<file path="src/rtl/core/zefp_pkg.sv">
`timescale 1ns / 1ps
package zefp_pkg;

   // Request commands
   typedef enum logic [1:0] {
      CMD_EXTRA  = 2'd0,
      CMD_NAME   = 2'd1,
      CMD_FINISH = 2'd2
   } cmd_type;

   localparam int NUM_FIELDS = 24;

   // Block tags
   localparam logic [15:0] TAG_TIMESTAMP = 16'h5455;
   localparam logic [15:0] TAG_UPATH     = 16'h7075;
   localparam logic [15:0] TAG_UNIX      = 16'h7875;
   localparam logic [15:0] TAG_ZIP64     = 16'h0001;
   localparam logic [15:0] TAG_AES       = 16'h9901;

   // Field indexes
   localparam logic [4:0] F_TS_HAS    = 5'd0;
   localparam logic [4:0] F_TS_FLAGS  = 5'd1;
   localparam logic [4:0] F_TS_MOD    = 5'd2;
   localparam logic [4:0] F_TS_ACC    = 5'd3;
   localparam logic [4:0] F_TS_CRE    = 5'd4;
   localparam logic [4:0] F_UP_HAS    = 5'd5;
   localparam logic [4:0] F_UP_CRC    = 5'd6;
   localparam logic [4:0] F_UP_OFF    = 5'd7;
   localparam logic [4:0] F_UP_LEN    = 5'd8;
   localparam logic [4:0] F_UP_CRC_OK = 5'd9;
   localparam logic [4:0] F_UID       = 5'd10;
   localparam logic [4:0] F_GID       = 5'd11;
   localparam logic [4:0] F_UNIX_HAS  = 5'd12;
   localparam logic [4:0] F_Z64_HAS   = 5'd13;
   localparam logic [4:0] F_Z64_USIZE = 5'd14;
   localparam logic [4:0] F_Z64_CSIZE = 5'd15;
   localparam logic [4:0] F_Z64_ROFF  = 5'd16;
   localparam logic [4:0] F_Z64_DISK  = 5'd17;
   localparam logic [4:0] F_Z64_MASK  = 5'd18;
   localparam logic [4:0] F_AES_HAS   = 5'd19;
   localparam logic [4:0] F_AES_VER   = 5'd20;
   localparam logic [4:0] F_AES_VEND  = 5'd21;
   localparam logic [4:0] F_AES_STR   = 5'd22;
   localparam logic [4:0] F_AES_METH  = 5'd23;

   localparam logic [31:0] CRC_POLY = 32'hEDB88320;
   localparam logic [31:0] CRC_INIT = 32'hFFFFFFFF;

   typedef struct packed {
      logic [1:0] command;
      logic [7:0] data_byte;
      logic       name_supplied;
   } req_word_type;

   typedef struct packed {
      logic [4:0]  field_id;
      logic [63:0] field_value;
      logic        last_field;
   } rsp_word_type;

   // Completed block handed to the decoder
   typedef struct packed {
      logic [15:0]      tag;
      logic [15:0]      len;
      logic [15:0]      last_off;
      logic [31:0][7:0] raw;
      logic [8:0]       gid_pos;
      logic [7:0]       gid_len;
      logic [31:0]      gid_bytes;
      logic [63:0]      z64_mask;
   } blk_type;

   // Field writes produced by the decoder
   typedef struct packed {
      logic [23:0]       we;
      logic [23:0][63:0] value;
   } fld_wr_type;

   // One reflected CRC-32 byte step
   function automatic logic [31:0] crc_byte(input logic [31:0] crc, input logic [7:0] b);
      logic [31:0] c;
      c = crc ^ {24'd0, b};
      for (int k = 0; k < 8; k++) begin
         c = c[0] ? ((c >> 1) ^ CRC_POLY) : (c >> 1);
      end
      return c;
   endfunction

endpackage

</file>
<file path="src/rtl/core/zefp_decode.sv">
`timescale 1ns / 1ps
// Decodes one completed block into field writes.
module zefp_decode (
   input  zefp_pkg::blk_type    blk,
   output zefp_pkg::fld_wr_type wr
);

   logic [16:0] len;
   logic [7:0]  fl;
   logic [16:0] cur_a;
   logic [16:0] cur_c;
   logic        mod_ok;
   logic        acc_ok;
   logic [16:0] us;
   logic [16:0] gp;
   logic [16:0] gs;
   logic [7:0]  mode;

   function automatic logic [63:0] le(input logic [31:0][7:0] r, input logic [4:0] i,
                                      input logic [3:0] n);
      logic [63:0] v;
      logic [4:0]  idx;
      v = 64'd0;
      for (int k = 0; k < 8; k++) begin
         idx = i + 5'(k);
         if (4'(k) < n) begin
            v[8*k +: 8] = r[idx];
         end
      end
      return v;
   endfunction

   always_comb begin
      len    = {1'b0, blk.len};
      wr     = '0;
      fl     = blk.raw[0];
      mode   = blk.raw[4];
      us     = {9'd0, blk.raw[1]};
      gp     = {8'd0, blk.gid_pos};
      gs     = {9'd0, blk.gid_len};
      mod_ok = fl[0] && (len >= 17'd5);
      cur_a  = mod_ok ? 17'd5 : 17'd1;
      acc_ok = fl[1] && (cur_a + 17'd4 <= len);
      cur_c  = acc_ok ? cur_a + 17'd4 : cur_a;
      case (blk.tag)
         zefp_pkg::TAG_TIMESTAMP: begin
            if (len >= 17'd1) begin
               wr.we[zefp_pkg::F_TS_HAS]      = 1'b1;
               wr.value[zefp_pkg::F_TS_HAS]   = 64'd1;
               wr.we[zefp_pkg::F_TS_FLAGS]    = 1'b1;
               wr.value[zefp_pkg::F_TS_FLAGS] = {56'd0, fl};
               wr.we[zefp_pkg::F_TS_MOD]      = mod_ok;
               wr.value[zefp_pkg::F_TS_MOD]   = le(blk.raw, 5'd1, 4'd4);
               wr.we[zefp_pkg::F_TS_ACC]      = acc_ok;
               wr.value[zefp_pkg::F_TS_ACC]   = le(blk.raw, cur_a[4:0], 4'd4);
               wr.we[zefp_pkg::F_TS_CRE]      = fl[2] && (cur_c + 17'd4 <= len);
               wr.value[zefp_pkg::F_TS_CRE]   = le(blk.raw, cur_c[4:0], 4'd4);
            end
         end
         zefp_pkg::TAG_UPATH: begin
            if (len >= 17'd5 && blk.raw[0] == 8'd1) begin
               wr.we[zefp_pkg::F_UP_HAS]    = 1'b1;
               wr.value[zefp_pkg::F_UP_HAS] = 64'd1;
               wr.we[zefp_pkg::F_UP_CRC]    = 1'b1;
               wr.value[zefp_pkg::F_UP_CRC] = le(blk.raw, 5'd1, 4'd4);
               wr.we[zefp_pkg::F_UP_OFF]    = 1'b1;
               wr.value[zefp_pkg::F_UP_OFF] =
                  {47'd0, 17'({1'b0, blk.last_off} + 17'd6 - len)};
               wr.we[zefp_pkg::F_UP_LEN]    = 1'b1;
               wr.value[zefp_pkg::F_UP_LEN] = {47'd0, len - 17'd5};
            end
         end
         zefp_pkg::TAG_UNIX: begin
            if (len >= 17'd4 && blk.raw[0] == 8'd1) begin
               wr.we[zefp_pkg::F_UNIX_HAS]    = 1'b1;
               wr.value[zefp_pkg::F_UNIX_HAS] = 64'd1;
               if (us + 17'd2 <= len) begin
                  wr.we[zefp_pkg::F_UID]    = (us == 17'd2) || (us == 17'd4);
                  wr.value[zefp_pkg::F_UID] = (us == 17'd2) ? le(blk.raw, 5'd2, 4'd2)
                                                            : le(blk.raw, 5'd2, 4'd4);
               end
               if (gp < len && gp + 17'd1 + gs <= len) begin
                  wr.we[zefp_pkg::F_GID]    = (gs == 17'd2) || (gs == 17'd4);
                  wr.value[zefp_pkg::F_GID] = (gs == 17'd2) ? {48'd0, blk.gid_bytes[15:0]}
                                                            : {32'd0, blk.gid_bytes};
               end
            end
         end
         zefp_pkg::TAG_ZIP64: begin
            wr.we[zefp_pkg::F_Z64_HAS]      = 1'b1;
            wr.value[zefp_pkg::F_Z64_HAS]   = 64'd1;
            wr.we[zefp_pkg::F_Z64_USIZE]    = len >= 17'd8;
            wr.value[zefp_pkg::F_Z64_USIZE] = le(blk.raw, 5'd0, 4'd8);
            wr.we[zefp_pkg::F_Z64_CSIZE]    = len >= 17'd16;
            wr.value[zefp_pkg::F_Z64_CSIZE] = le(blk.raw, 5'd8, 4'd8);
            wr.we[zefp_pkg::F_Z64_ROFF]     = len >= 17'd24;
            wr.value[zefp_pkg::F_Z64_ROFF]  = le(blk.raw, 5'd16, 4'd8);
            wr.we[zefp_pkg::F_Z64_DISK]     = len >= 17'd28;
            wr.value[zefp_pkg::F_Z64_DISK]  = le(blk.raw, 5'd24, 4'd4);
            wr.we[zefp_pkg::F_Z64_MASK]     = 1'b1;
            wr.value[zefp_pkg::F_Z64_MASK]  = blk.z64_mask |
               {60'd0, len >= 17'd28, len >= 17'd24, len >= 17'd16, len >= 17'd8};
         end
         zefp_pkg::TAG_AES: begin
            if (len >= 17'd7) begin
               wr.we[zefp_pkg::F_AES_HAS]     = 1'b1;
               wr.value[zefp_pkg::F_AES_HAS]  = 64'd1;
               wr.we[zefp_pkg::F_AES_VER]     = 1'b1;
               wr.value[zefp_pkg::F_AES_VER]  = le(blk.raw, 5'd0, 4'd2);
               wr.we[zefp_pkg::F_AES_VEND]    = 1'b1;
               wr.value[zefp_pkg::F_AES_VEND] = le(blk.raw, 5'd2, 4'd2);
               wr.we[zefp_pkg::F_AES_STR]     = 1'b1;
               wr.value[zefp_pkg::F_AES_STR]  = (mode == 8'd1) ? 64'd128 :
                                                (mode == 8'd2) ? 64'd192 :
                                                (mode == 8'd3) ? 64'd256 : 64'd0;
               wr.we[zefp_pkg::F_AES_METH]    = 1'b1;
               wr.value[zefp_pkg::F_AES_METH] = le(blk.raw, 5'd5, 4'd2);
            end
         end
         default: begin
            wr = '0;
         end
      endcase
   end

endmodule

</file>
<file path="src/rtl/core/zip_extra_field_parser.sv">
`timescale 1ns / 1ps
// Extra-field and filename bytes: one word per cycle, state updated at the accepting edge.
// A completed block is decoded into the fields at the following edge.
// Finish: 24 result words, the first registered after the busy flag is set, then one per cycle
// as taken; requests stall while the field table is read out.
// Synchronous active-high reset clears the parse state (but for the last block offset), fields and the name CRC.
module zip_extra_field_parser (
   input  logic                   clock,
   input  logic                   reset,
   input  logic                   req_valid,
   output logic                   req_ready,
   input  zefp_pkg::req_word_type req_word,
   output logic                   rsp_valid,
   input  logic                   rsp_ready,
   output zefp_pkg::rsp_word_type rsp_word
);

   // Parse state
   logic [15:0]       area_off_ff,  area_off_in;
   logic              stopped_ff,   stopped_in;
   logic [16:0]       pos_ff,       pos_in;
   logic [23:0]       hdr_ff,       hdr_in;
   logic [15:0]       tag_ff,       tag_in;
   logic [15:0]       len_ff,       len_in;
   logic [31:0][7:0]  raw_ff,       raw_in;
   logic [8:0]        gpos_ff,      gpos_in;
   logic [7:0]        gsize_ff,     gsize_in;
   logic [31:0]       gid_ff,       gid_in;
   logic              cpend_ff,     cpend_in;
   logic [15:0]       coff_ff,      coff_in;
   logic [23:0][63:0] fields_ff,    fields_in;
   logic [31:0]       crc_ff,       crc_in;
   logic              name_end_ff,  name_end_in;
   // Read-out state
   logic              busy_ff,      busy_in;
   logic [4:0]        idx_ff,       idx_in;
   logic              supplied_ff,  supplied_in;
   logic              rsp_valid_ff, rsp_valid_in;
   zefp_pkg::rsp_word_type rsp_ff,  rsp_in;

   zefp_pkg::blk_type    blk;
   zefp_pkg::fld_wr_type wr;

   logic        accept;
   logic [7:0]  b;
   logic [16:0] pos_nx;
   logic [15:0] len_nx;
   logic [16:0] p;
   logic [16:0] gp;
   logic [8:0]  gsum;
   logic [1:0]  gsel;
   logic        load;
   logic [63:0] crc_ok;

   assign req_ready = !busy_ff;
   assign accept    = req_valid && req_ready;
   assign b         = req_word.data_byte;
   assign rsp_valid = rsp_valid_ff;
   assign rsp_word  = rsp_ff;

   // Block decoder works from registered block state
   always_comb begin
      blk.tag       = tag_ff;
      blk.len       = len_ff;
      blk.last_off  = coff_ff;
      blk.raw       = raw_ff;
      blk.gid_pos   = gpos_ff;
      blk.gid_len   = gsize_ff;
      blk.gid_bytes = gid_ff;
      blk.z64_mask  = fields_ff[zefp_pkg::F_Z64_MASK];
   end

   zefp_decode u_decode (
      .blk (blk),
      .wr  (wr)
   );

   // Next-state logic
   always_comb begin
      area_off_in  = area_off_ff;
      stopped_in   = stopped_ff;
      pos_in       = pos_ff;
      hdr_in       = hdr_ff;
      tag_in       = tag_ff;
      len_in       = len_ff;
      raw_in       = raw_ff;
      gpos_in      = gpos_ff;
      gsize_in     = gsize_ff;
      gid_in       = gid_ff;
      cpend_in     = 1'b0;
      coff_in      = coff_ff;
      fields_in    = fields_ff;
      crc_in       = crc_ff;
      name_end_in  = name_end_ff;
      busy_in      = busy_ff;
      idx_in       = idx_ff;
      supplied_in  = supplied_ff;
      rsp_valid_in = rsp_valid_ff;
      rsp_in       = rsp_ff;
      pos_nx       = pos_ff + 17'd1;
      len_nx       = len_ff;
      p            = pos_ff - 17'd4;
      gp           = {8'd0, gpos_ff};
      gsum         = 9'(b) + 9'd2;
      // gid byte lane, modulo 4
      gsel         = p[1:0] - gpos_ff[1:0] - 2'd1;
      load         = busy_ff && (!rsp_valid_ff || rsp_ready);
      crc_ok       = 64'd0;

      // Commit the block completed last cycle
      if (cpend_ff) begin
         for (int i = 0; i < zefp_pkg::NUM_FIELDS; i++) begin
            if (wr.we[i]) begin
               fields_in[i] = wr.value[i];
            end
         end
      end

      // Extra-field byte
      if (accept && req_word.command == zefp_pkg::CMD_EXTRA && !stopped_ff) begin
         if (pos_ff < 17'd4) begin
            if (pos_ff == 17'd3) begin
               tag_in   = hdr_ff[15:0];
               len_in   = {b, hdr_ff[23:16]};
               len_nx   = {b, hdr_ff[23:16]};
               hdr_in   = '0;
               raw_in   = '0;
               gpos_in  = '0;
               gsize_in = '0;
               gid_in   = '0;
            end else begin
               hdr_in[8*pos_ff[1:0] +: 8] = b;
            end
         end else begin
            if (p < 17'd32) begin
               raw_in[p[4:0]] = b;
            end
            if (p == 17'd1) begin
               gpos_in  = ({8'd0, gsum} <= {1'b0, len_ff}) ? gsum : 9'd2;
               gsize_in = '0;
            end else if (p >= 17'd2 && p == gp) begin
               gsize_in = b;
            end else if (p >= 17'd2 && p > gp && p <= gp + 17'd4) begin
               gid_in[8*gsel +: 8] = b;
            end
         end
         pos_in = pos_nx;
         if (pos_nx >= 17'd4 && pos_nx == {1'b0, len_nx} + 17'd4) begin
            cpend_in = 1'b1;
            coff_in  = area_off_ff;
            pos_in   = '0;
            hdr_in   = '0;
         end
         if (area_off_ff == 16'hFFFF) begin
            stopped_in = 1'b1;
         end else begin
            area_off_in = area_off_ff + 16'd1;
         end
      end

      // Filename byte
      if (accept && req_word.command == zefp_pkg::CMD_NAME && !name_end_ff) begin
         if (b == 8'd0) begin
            name_end_in = 1'b1;
         end else begin
            crc_in = zefp_pkg::crc_byte(crc_ff, b);
         end
      end

      // Finish starts the read-out
      if (accept && req_word.command == zefp_pkg::CMD_FINISH) begin
         busy_in     = 1'b1;
         idx_in      = '0;
         supplied_in = req_word.name_supplied;
      end

      // Read-out of the field table
      if (fields_ff[zefp_pkg::F_UP_HAS] != 64'd0 &&
          (!supplied_ff || {32'd0, ~crc_ff} == fields_ff[zefp_pkg::F_UP_CRC])) begin
         crc_ok = 64'd1;
      end
      if (rsp_valid_ff && rsp_ready) begin
         rsp_valid_in = 1'b0;
      end
      if (load) begin
         rsp_valid_in       = 1'b1;
         rsp_in.field_id    = idx_ff;
         rsp_in.field_value = (idx_ff == zefp_pkg::F_UP_CRC_OK) ? crc_ok : fields_ff[idx_ff];
         rsp_in.last_field  = (idx_ff == zefp_pkg::F_AES_METH);
         idx_in             = idx_ff + 5'd1;
         if (idx_ff == zefp_pkg::F_AES_METH) begin
            busy_in     = 1'b0;
            area_off_in = '0;
            stopped_in  = 1'b0;
            pos_in      = '0;
            hdr_in      = '0;
            tag_in      = '0;
            len_in      = '0;
            raw_in      = '0;
            gpos_in     = '0;
            gsize_in    = '0;
            gid_in      = '0;
            fields_in   = '0;
            crc_in      = zefp_pkg::CRC_INIT;
            name_end_in = 1'b0;
         end
      end
   end

   always_ff @(posedge clock) begin
      if (reset) begin
         area_off_ff  <= '0;
         stopped_ff   <= 1'b0;
         pos_ff       <= '0;
         hdr_ff       <= '0;
         tag_ff       <= '0;
         len_ff       <= '0;
         raw_ff       <= '0;
         gpos_ff      <= '0;
         gsize_ff     <= '0;
         gid_ff       <= '0;
         cpend_ff     <= 1'b0;
         fields_ff    <= '0;
         crc_ff       <= zefp_pkg::CRC_INIT;
         name_end_ff  <= 1'b0;
         busy_ff      <= 1'b0;
         idx_ff       <= '0;
         rsp_valid_ff <= 1'b0;
      end else begin
         area_off_ff  <= area_off_in;
         stopped_ff   <= stopped_in;
         pos_ff       <= pos_in;
         hdr_ff       <= hdr_in;
         tag_ff       <= tag_in;
         len_ff       <= len_in;
         raw_ff       <= raw_in;
         gpos_ff      <= gpos_in;
         gsize_ff     <= gsize_in;
         gid_ff       <= gid_in;
         cpend_ff     <= cpend_in;
         fields_ff    <= fields_in;
         crc_ff       <= crc_in;
         name_end_ff  <= name_end_in;
         busy_ff      <= busy_in;
         idx_ff       <= idx_in;
         rsp_valid_ff <= rsp_valid_in;
      end
      coff_ff     <= coff_in;
      supplied_ff <= supplied_in;
      rsp_ff      <= rsp_in;
   end

endmodule

</file>
<file path="config.mk">
export PLATFORM = sky130hd
export DESIGN_NAME = zip_extra_field_parser
export DESIGN_NICKNAME = d
export VERILOG_FILES = /design/src/rtl/core/zefp_pkg.sv /design/src/rtl/core/zefp_decode.sv /design/src/rtl/core/zip_extra_field_parser.sv
export SDC_FILE = /design/constraint.sdc
export NUM_CORES = 2
export LEC_CHECK = 0
export BUFFER_PORTS_ARGS = -buffer_cell sky130_fd_sc_hd__buf_2
export CELL_PAD_IN_SITES_DETAIL_PLACEMENT = 1
export CELL_PAD_IN_SITES_GLOBAL_PLACEMENT = 1
export CORE_MARGIN = 2
export CORE_UTILIZATION = 45
export DETAILED_ROUTE_END_ITERATION = 7
export HOLD_SLACK_MARGIN = 0.15
export PLACE_DENSITY = 0.78
export SYNTH_ARGS = -nofsm -noshare
export SYNTH_HDL_FRONTEND = slang
export SYNTH_SLANG_ARGS = --single-unit
</file>
<file path="constraint.sdc">
create_clock -name clock -period 6.39 [get_ports clock]
set_clock_uncertainty 0.05 [all_clocks]
set_input_delay 0.3195 -clock clock [delete_from_list [all_inputs] [get_ports clock]]
set_output_delay 0.3195 -clock clock [all_outputs]
set_load 0.01 [all_outputs]
</file>
### Yosys cells after proc, flatten, opt, wreduce, memory -nomap -nowiden

Cells that the tools add are included.

* add/subtract/negate cells: 25
* multipliers: 0
* div/mod/pow operators: 0
* $lt $le $gt $ge: 31
* equality and inequality tests: 23
* shift operators: 4
* muxes and demuxes: 161
* bitwise gates (word level): 12
* reduce and logical (&&, ||, !) cells: 36

Operators with widths (count)
* 1536-bit two-way mux: 3
* 64-bit two-way mux: 29
* 256-bit two-way mux: 6
* 32-bit two-way mux: 22
* 288-bit two-way mux: 2
* 209-bit two-way mux: 2
* 384-bit two-way mux: 1
* 64-bit binary-select mux with 5-bit select: 1
* 8-bit binary-select mux with 5-bit select: 8
* 320-bit two-way mux: 1
* 272-bit two-way mux: 1
* 129-bit two-way mux: 2
* 256-bit bitwise mux: 1
* 16-bit two-way mux: 15
* 24-bit two-way mux: 6
* 8-bit two-way mux: 16
* 13-bit NOT with 14-bit output: 8
* 17-bit two-way mux: 5
* 9-bit two-way mux: 8
* 17-bit by 16-bit less-or-equal comparator with 1-bit output: 4
* 5-bit negation with 34-bit output: 2
* 32-bit by 64-bit equality test with 1-bit output: 1
* 64-bit by 4-bit bitwise OR with 64-bit output: 1
* 64-bit nonzero test: 1
* other kinds (66): 146

* bits in registers: 2059
* latch bits: 0
* memory bits (writable): 0
* ROM bits: 0
* input port bits: 15
* memories: 0

### Depth between registers and ports, before layout

* depth in word-level cells: 21
* gate-level depth with buffers: 28
* depth with buffers taken out: 22

### Hierarchy

From an unflattened synthesis, not the netlist that was laid out.

* cells, all modules: 11823
* area total of the unflattened synthesis: 101531.1 um^2

Modules (own cells, without submodules)
* zip_extra_field_parser: instances 1, cells an instance 9676, area each 86401.6 um^2, seq. area each 42090.4 um^2
* zefp_decode: instances 1, cells an instance 2147, area each 15129.5 um^2, seq. area each 0.0 um^2

### Least setup slack after synthesis

No wires, ideal clock.

* path kind: reg-to-reg
* from: reg len_ff[11]
* to: reg fields_ff[256] (netlist name)
* library setup time: 0.128 ns
* arrival time: 5.793 ns
* data required time: 6.212 ns
* setup slack: 0.419 ns
* stages on the path, launching flop included: 26
* path buffers: 6
* cell sequence: dfxtp_1 -> clkbuf_1 -> nor4_1 -> nand4_1 -> nand3b_1 -> nand2b_1 -> a211o_1 -> nand2_1 -> clkbuf_1 -> ha_1 -> nor2b_1 -> o21a_1 -> o21ai_0 -> o21ai_0 -> ha_1 -> clkbuf_1 -> buf_1 -> clkbuf_1 -> and2_1 -> ha_1 -> a41oi_1 -> a31oi_1 -> o211ai_1 -> clkbuf_1 -> mux2i_1 -> nor2_1

* longest elaborated chain between the ends: 16
* elaborated cells between the ends (all ways): 21
* classes of those cells: add/sub (2); order compare (4); mux (12); reduce/logical (3)

RTL lines
* start: declaration: line zip_extra_field_parser.sv:24 `logic [15:0] len_ff, len_in;`
* start signal: assignment: line zip_extra_field_parser.sv:235 `len_ff <= len_in;`
* 16-bit by 3-bit >= comparator with 1-bit output: line zefp_decode.sv:41 `mod_ok = fl[0] && (len >= 17'd5);`
* 1-bit logical AND: line zefp_decode.sv:41
* 3-bit two-way mux: line zefp_decode.sv:42 `cur_a = mod_ok ? 17'd5 : 17'd1;`
* 17-bit by 3-bit adder with 17-bit output: line zefp_decode.sv:43, zefp_decode.sv:44
* 17-bit by 16-bit less-or-equal comparator with 1-bit output: line zefp_decode.sv:43 `acc_ok = fl[1] && (cur_a + 17'd4 <= len);`
* 1-bit logical AND: line zefp_decode.sv:43
* 17-bit two-way mux: line zefp_decode.sv:44 `cur_c = acc_ok ? cur_a + 17'd4 : cur_a;`
* 17-bit by 3-bit adder with 17-bit output: line zefp_decode.sv:56 `wr.we[zefp_pkg::F_TS_CRE] = fl[2] && (cur_c + 17'd4 <= len);`
* 17-bit by 16-bit less-or-equal comparator with 1-bit output: line zefp_decode.sv:56
* 1-bit logical AND: line zefp_decode.sv:56
* 5-bit two-way mux: line zefp_decode.sv:47 `if (len >= 17'd1) begin`
* 5-bit two-way mux: line zefp_decode.sv:45 `case (blk.tag)`
* 64-bit two-way mux (*): line zip_extra_field_parser.sv:113 `if (wr.we[i]) begin`
* 1536-bit two-way mux (*): line zip_extra_field_parser.sv:111 `if (cpend_ff) begin`
* 1536-bit two-way mux: line zip_extra_field_parser.sv:191 `if (idx_ff == zefp_pkg::F_AES_METH) begin`
* 1536-bit two-way mux (*): line zip_extra_field_parser.sv:185 `if (load) begin`
* end signal: assignment: line zip_extra_field_parser.sv:241 `fields_ff <= fields_in;`
* end: declaration: line zip_extra_field_parser.sv:31 `logic [23:0][63:0] fields_ff, fields_in;`

Mark *: on every way between the ends. The rest lies on a longest branch, timed or not. The select of a mux whose other input is x is not followed.
A chain may end at the register's enable or synchronous reset.

### Worst setup path in the final report

* from: reg pos_ff[2]
* to: reg coff_ff[3], enable pin

* longest elaborated chain between the ends: 8
* elaborated cells between the ends (all ways): 11
* classes of those cells: add/sub (2); order compare (2); eq/ne (2); mux (3); reduce/logical (2)

RTL lines
* start: declaration: line zip_extra_field_parser.sv:21 `logic [16:0] pos_ff, pos_in;`
* start signal: assignment: line zip_extra_field_parser.sv:232 `pos_ff <= pos_in;`
* parallel branches: the longest is 6 deep, another holds 17-bit by 3-bit < comparator with 1-bit output
* 1-bit logical AND (*): line zip_extra_field_parser.sv:148 `if (pos_nx >= 17'd4 && pos_nx == {1'b0, len_nx} + 17'd4) begin`
* 2-bit AND reduction (no line) (*)
* end signal: assignment: line zip_extra_field_parser.sv:248 `coff_ff <= coff_in;`
* end: declaration: line zip_extra_field_parser.sv:30 `logic [15:0] coff_ff, coff_in;`

Every way passes the cells marked *. The select of a mux whose other input is x is not followed.

==> metrics.md <==
| Metric | Value |
|---|---|
| Crit path launch type | `flip-flop` |
| Commonest non-fill, non-tap cell in the layout | `dfxtp_1` |
| Compound-gate portion of the synthesized area | `0.1044` |
| Sequential cell area fraction in the yosys report | `0.4921` |
| Yosys top cell area share | `0.4601` |
| Fin area | `90800 µm²` |
| Final setup fails | `0` |
| Post-synth EDFFs | `87` |
| Core Area | `180500 µm²` |
| CP peak stage delay | `0.62 ns` |
| Headroom to the max-slew limit | `0.07700` |
| HP Class | `in2reg` |
| CP arrival | `6.13 ns` |
| CTS tree | `built` |
| Row count | `156` |
| #FFs+latches synth | `1963` |
| Tcrit/Tclk final | `0.8859` |
| Post-DRT Antenna Nets | `0` |
| Vias in the first global route | `67130` |
| Post-layout nets | `8110` |
| Die Span Y | `429.9 µm` |
| Placed cell count | `10120` |
| Critical path class | `reg2reg` |
| GP Congestion | `0.9457` |
| Status | `finished clean` |
| Routed Wire Length | `311000 µm` |
| Adder-cell share of the synthesized area | `0.01965` |
| Final hold violations | `0` |
| Synth-to-layout area growth | `11.23%` |
| CTS Hold Bufs | `17` |
| Setup TNS | `0 ns` |
| Required time worst endpoint | `6.86 ns` |
| Hpwl dp | `202800 µm` |
| Synth Warn # | `0` |
| Crit end category | `flip-flop` |
| Syn Std Cell Area | `81630 µm²` |
| First-pass iteration count of the detailed router | `5` |
| Via Count | `66320` |
| RSZ-0062 raised after global routing | `no` |
| Resized Gates After CTS | `0` |
| CTS Buffer Depth | `3` |
| Largest family of logic cells by synthesized area | `simple AND/OR/NAND/NOR gates` |
| Final core utilization | `0.5029` |
| Clk sinks | `1963` |
| Die ar. | `184800 µm²` |
| Final non-filler cell total | `10520` |
| PwrDens | `279.5 nW/µm²` |
| Worst VDD drop | `0.0002411 V` |
| Routed length per instance | `29.55 µm` |
| Synth Net Count | `8355` |
| Post-CTS Setup Bufs | `0` |
| Max-slew violation count | `0` |
| Yosys top cell by area | `dfxtp_1` |
| Async S/R FF share, synth | `0` |
| Simple-gate share of the synthesized area | `0.1865` |
| CTS Buf Count | `198` |
| # DRC | `0` |
| Slew @ Worst Pin | `1.384 ns` |
| Mux share of post-synthesis cell area | `0.1372` |
| H-tree lvl count | `4` |
| GR Util All Layers | `0.3302` |
| Post-DP Area | `83840 µm²` |
| Synth Area in XOR/XNOR | `0.02350` |
| Average cell area after synthesis | `9.940 µm²` |
| First-pass GRT wire length | `458200 µm` |
| Largest net degree at the start of global routing | `277` |
| DR vias/cell | `6.303` |
| Most frequent cells in the layout | `dfxtp_1 (1871), nand2_1 (1305), and3_1 (671)` |
| Critical Path Fanout Max | `16` |
| LEAKAGE | `34.12 nW` |
| Worst-path cell chain | `buf_4, inv_1, ha_1, nor4b_2, nand2_1, nor3_4, nand2_1, o21ai_0, ha_1, nand4_1, nor4_1, xnor2_1, mux2i_1, xnor2_1, a31oi_1, nand4_1, or4b_4, nor2_1, buf_4` |
| Clk Latency, worst-skew pair | `0.87 ns` |
| Predominant post-synthesis flop cell | `dfxtp_1` |
| Initial Utilization | `0.4521` |
| Tmin final | `5.661 ns` |
| Clock-pin slew on the worst setup and hold paths | `0.06 ns` |
| Cells after Synth | `8213` |
| Detailed Route Iter0 Violations | `7074` |
| Yosys cell types | `88` |
| Share of cells above drive strength 1 | `0.1335` |
| Root buf cell | `clkbuf_16` |
| Die Wd | `429.9 µm` |
| MaxCap Viol Count | `0` |
| Initial antenna violation count | `31` |
| I/O pin total | `87` |
| GR Overflow Total | `0` |
| Critical Path Slowest Stage Cell | `nor4b_2` |
| Maximum clock frequency | `176.7 MHz` |
| PortBufs | `86` |
| Top post-synthesis cells by area | `dfxtp_1 (46%), mux4_2 (11%), nand2_1 (6.1%)` |
[synth_stat cells (36+ instances only)]
cell / count
mux2i_1: 199
nand4_1: 97
mux4_2: 408
clkbuf_1: 569
a31o_2: 46
nand2_1: 1317
and2_1: 351
dfxtp_1: 1876
xnor2_1: 131
a21oi_1: 516
nand3_1: 102
ha_1: 125
nor4_1: 51
buf_1: 98
nor3_1: 52
o21ai_0: 522
inv_1: 80
xor2_1: 80
edfxtp_1: 87
o41ai_1: 36
and3_1: 672
nor2_1: 291
[power by group]
group          leakage, nW  switching, W  internal, W
clock network         3.32       0.00512      0.00704
logic                 14.9      0.000583     0.000248
registers             15.9     0.0000388       0.0123
total                 34.1       0.00575       0.0196
[flip-flops by register name, indices dropped and copies added (netlist names), 5 cells and up]
| signal | cells |
|---|---|
| area_off_ff | 16 |
| blk | 288 |
| tag_ff | 16 |
| coff_ff | 16 |
| fields_ff | 1408 |
| gsize_ff | 8 |
| pos_ff | 17 |
| hdr_ff | 24 |
| rsp_word | 70 |
| crc_ff | 32 |
| gid_ff | 32 |
| idx_ff | 5 |
| len_ff | 16 |
| gpos_ff | 9 |
[per-layer routing]
metal,routed length [µm],GRT usage,vias up
met2,139900,0.5085,2982
met4,21940,0.2103,14
met5,93,0,-
met3,25320,0.05905,864
li1,-,-,28630
met1,123700,0.4293,33840
[area by class of cell]
class / instances / area, µm²
fill: 19620 / 89740
sequential: 1963 / 40190
multi-input combinational: 5471 / 38670
clock buffer: 292 / 5836
tap: 2370 / 2965
timing repair buffer: 252 / 1882
clock inverter: 76 / 918.4
inverter: 82 / 310.3
antenna: 16 / 40.04
[cell families (layout without fill, tap and decap cells)]
family	after synthesis	count (layout)
DFF	1963	1963
other	0	16
xor gates and xnor gates	214	214
and+or+nand+nor	3079	3079
muxes	609	609
AOI/OAI and AO/OA	1442	1442
buffers and inverters	779	702
adders and majority gates	127	127
[critical path: cells and delay by family, from the launching register on]
kind                     cells  cell delay, ns
flip-flops                   1            0.29
multiplexers                 1            0.11
XOR/XNOR                     2            0.31
AO/OA/AOI/OAI                2            0.35
adder cells (fa/ha/maj)      2            0.56
AND/OR/NAND/NOR              9            3.02
buffers and inverters        3            0.64
[worst paths after layout]
path	start	end	slack, ns	depth (start not counted)
worst max-delay path	pos_ff[2]	coff_ff[3]	0.73	19
worst min-delay path	req_word[0]	supplied_ff	0.34	2
worst max register to register	pos_ff[2]	coff_ff[3]	0.73	19
worst min register to register	fields_ff[909]	fields_ff[909]	0.40	2
[through the flow]
step           setup WS (ns)  hold WS [ns]  total power [W]
5_1_grt               0.3561        0.3317          0.02601
6_report              0.7293        0.3443          0.02538
2_1_floorplan         0.4194        0.3564          0.01319
4_1_cts               0.7569        0.3226          0.02543
3_3_place_gp           1.045        0.3842          0.01344
3_5_place_dp          0.8047        0.3881          0.01346
No activity file was read; power rests on OpenSTA's default activity.
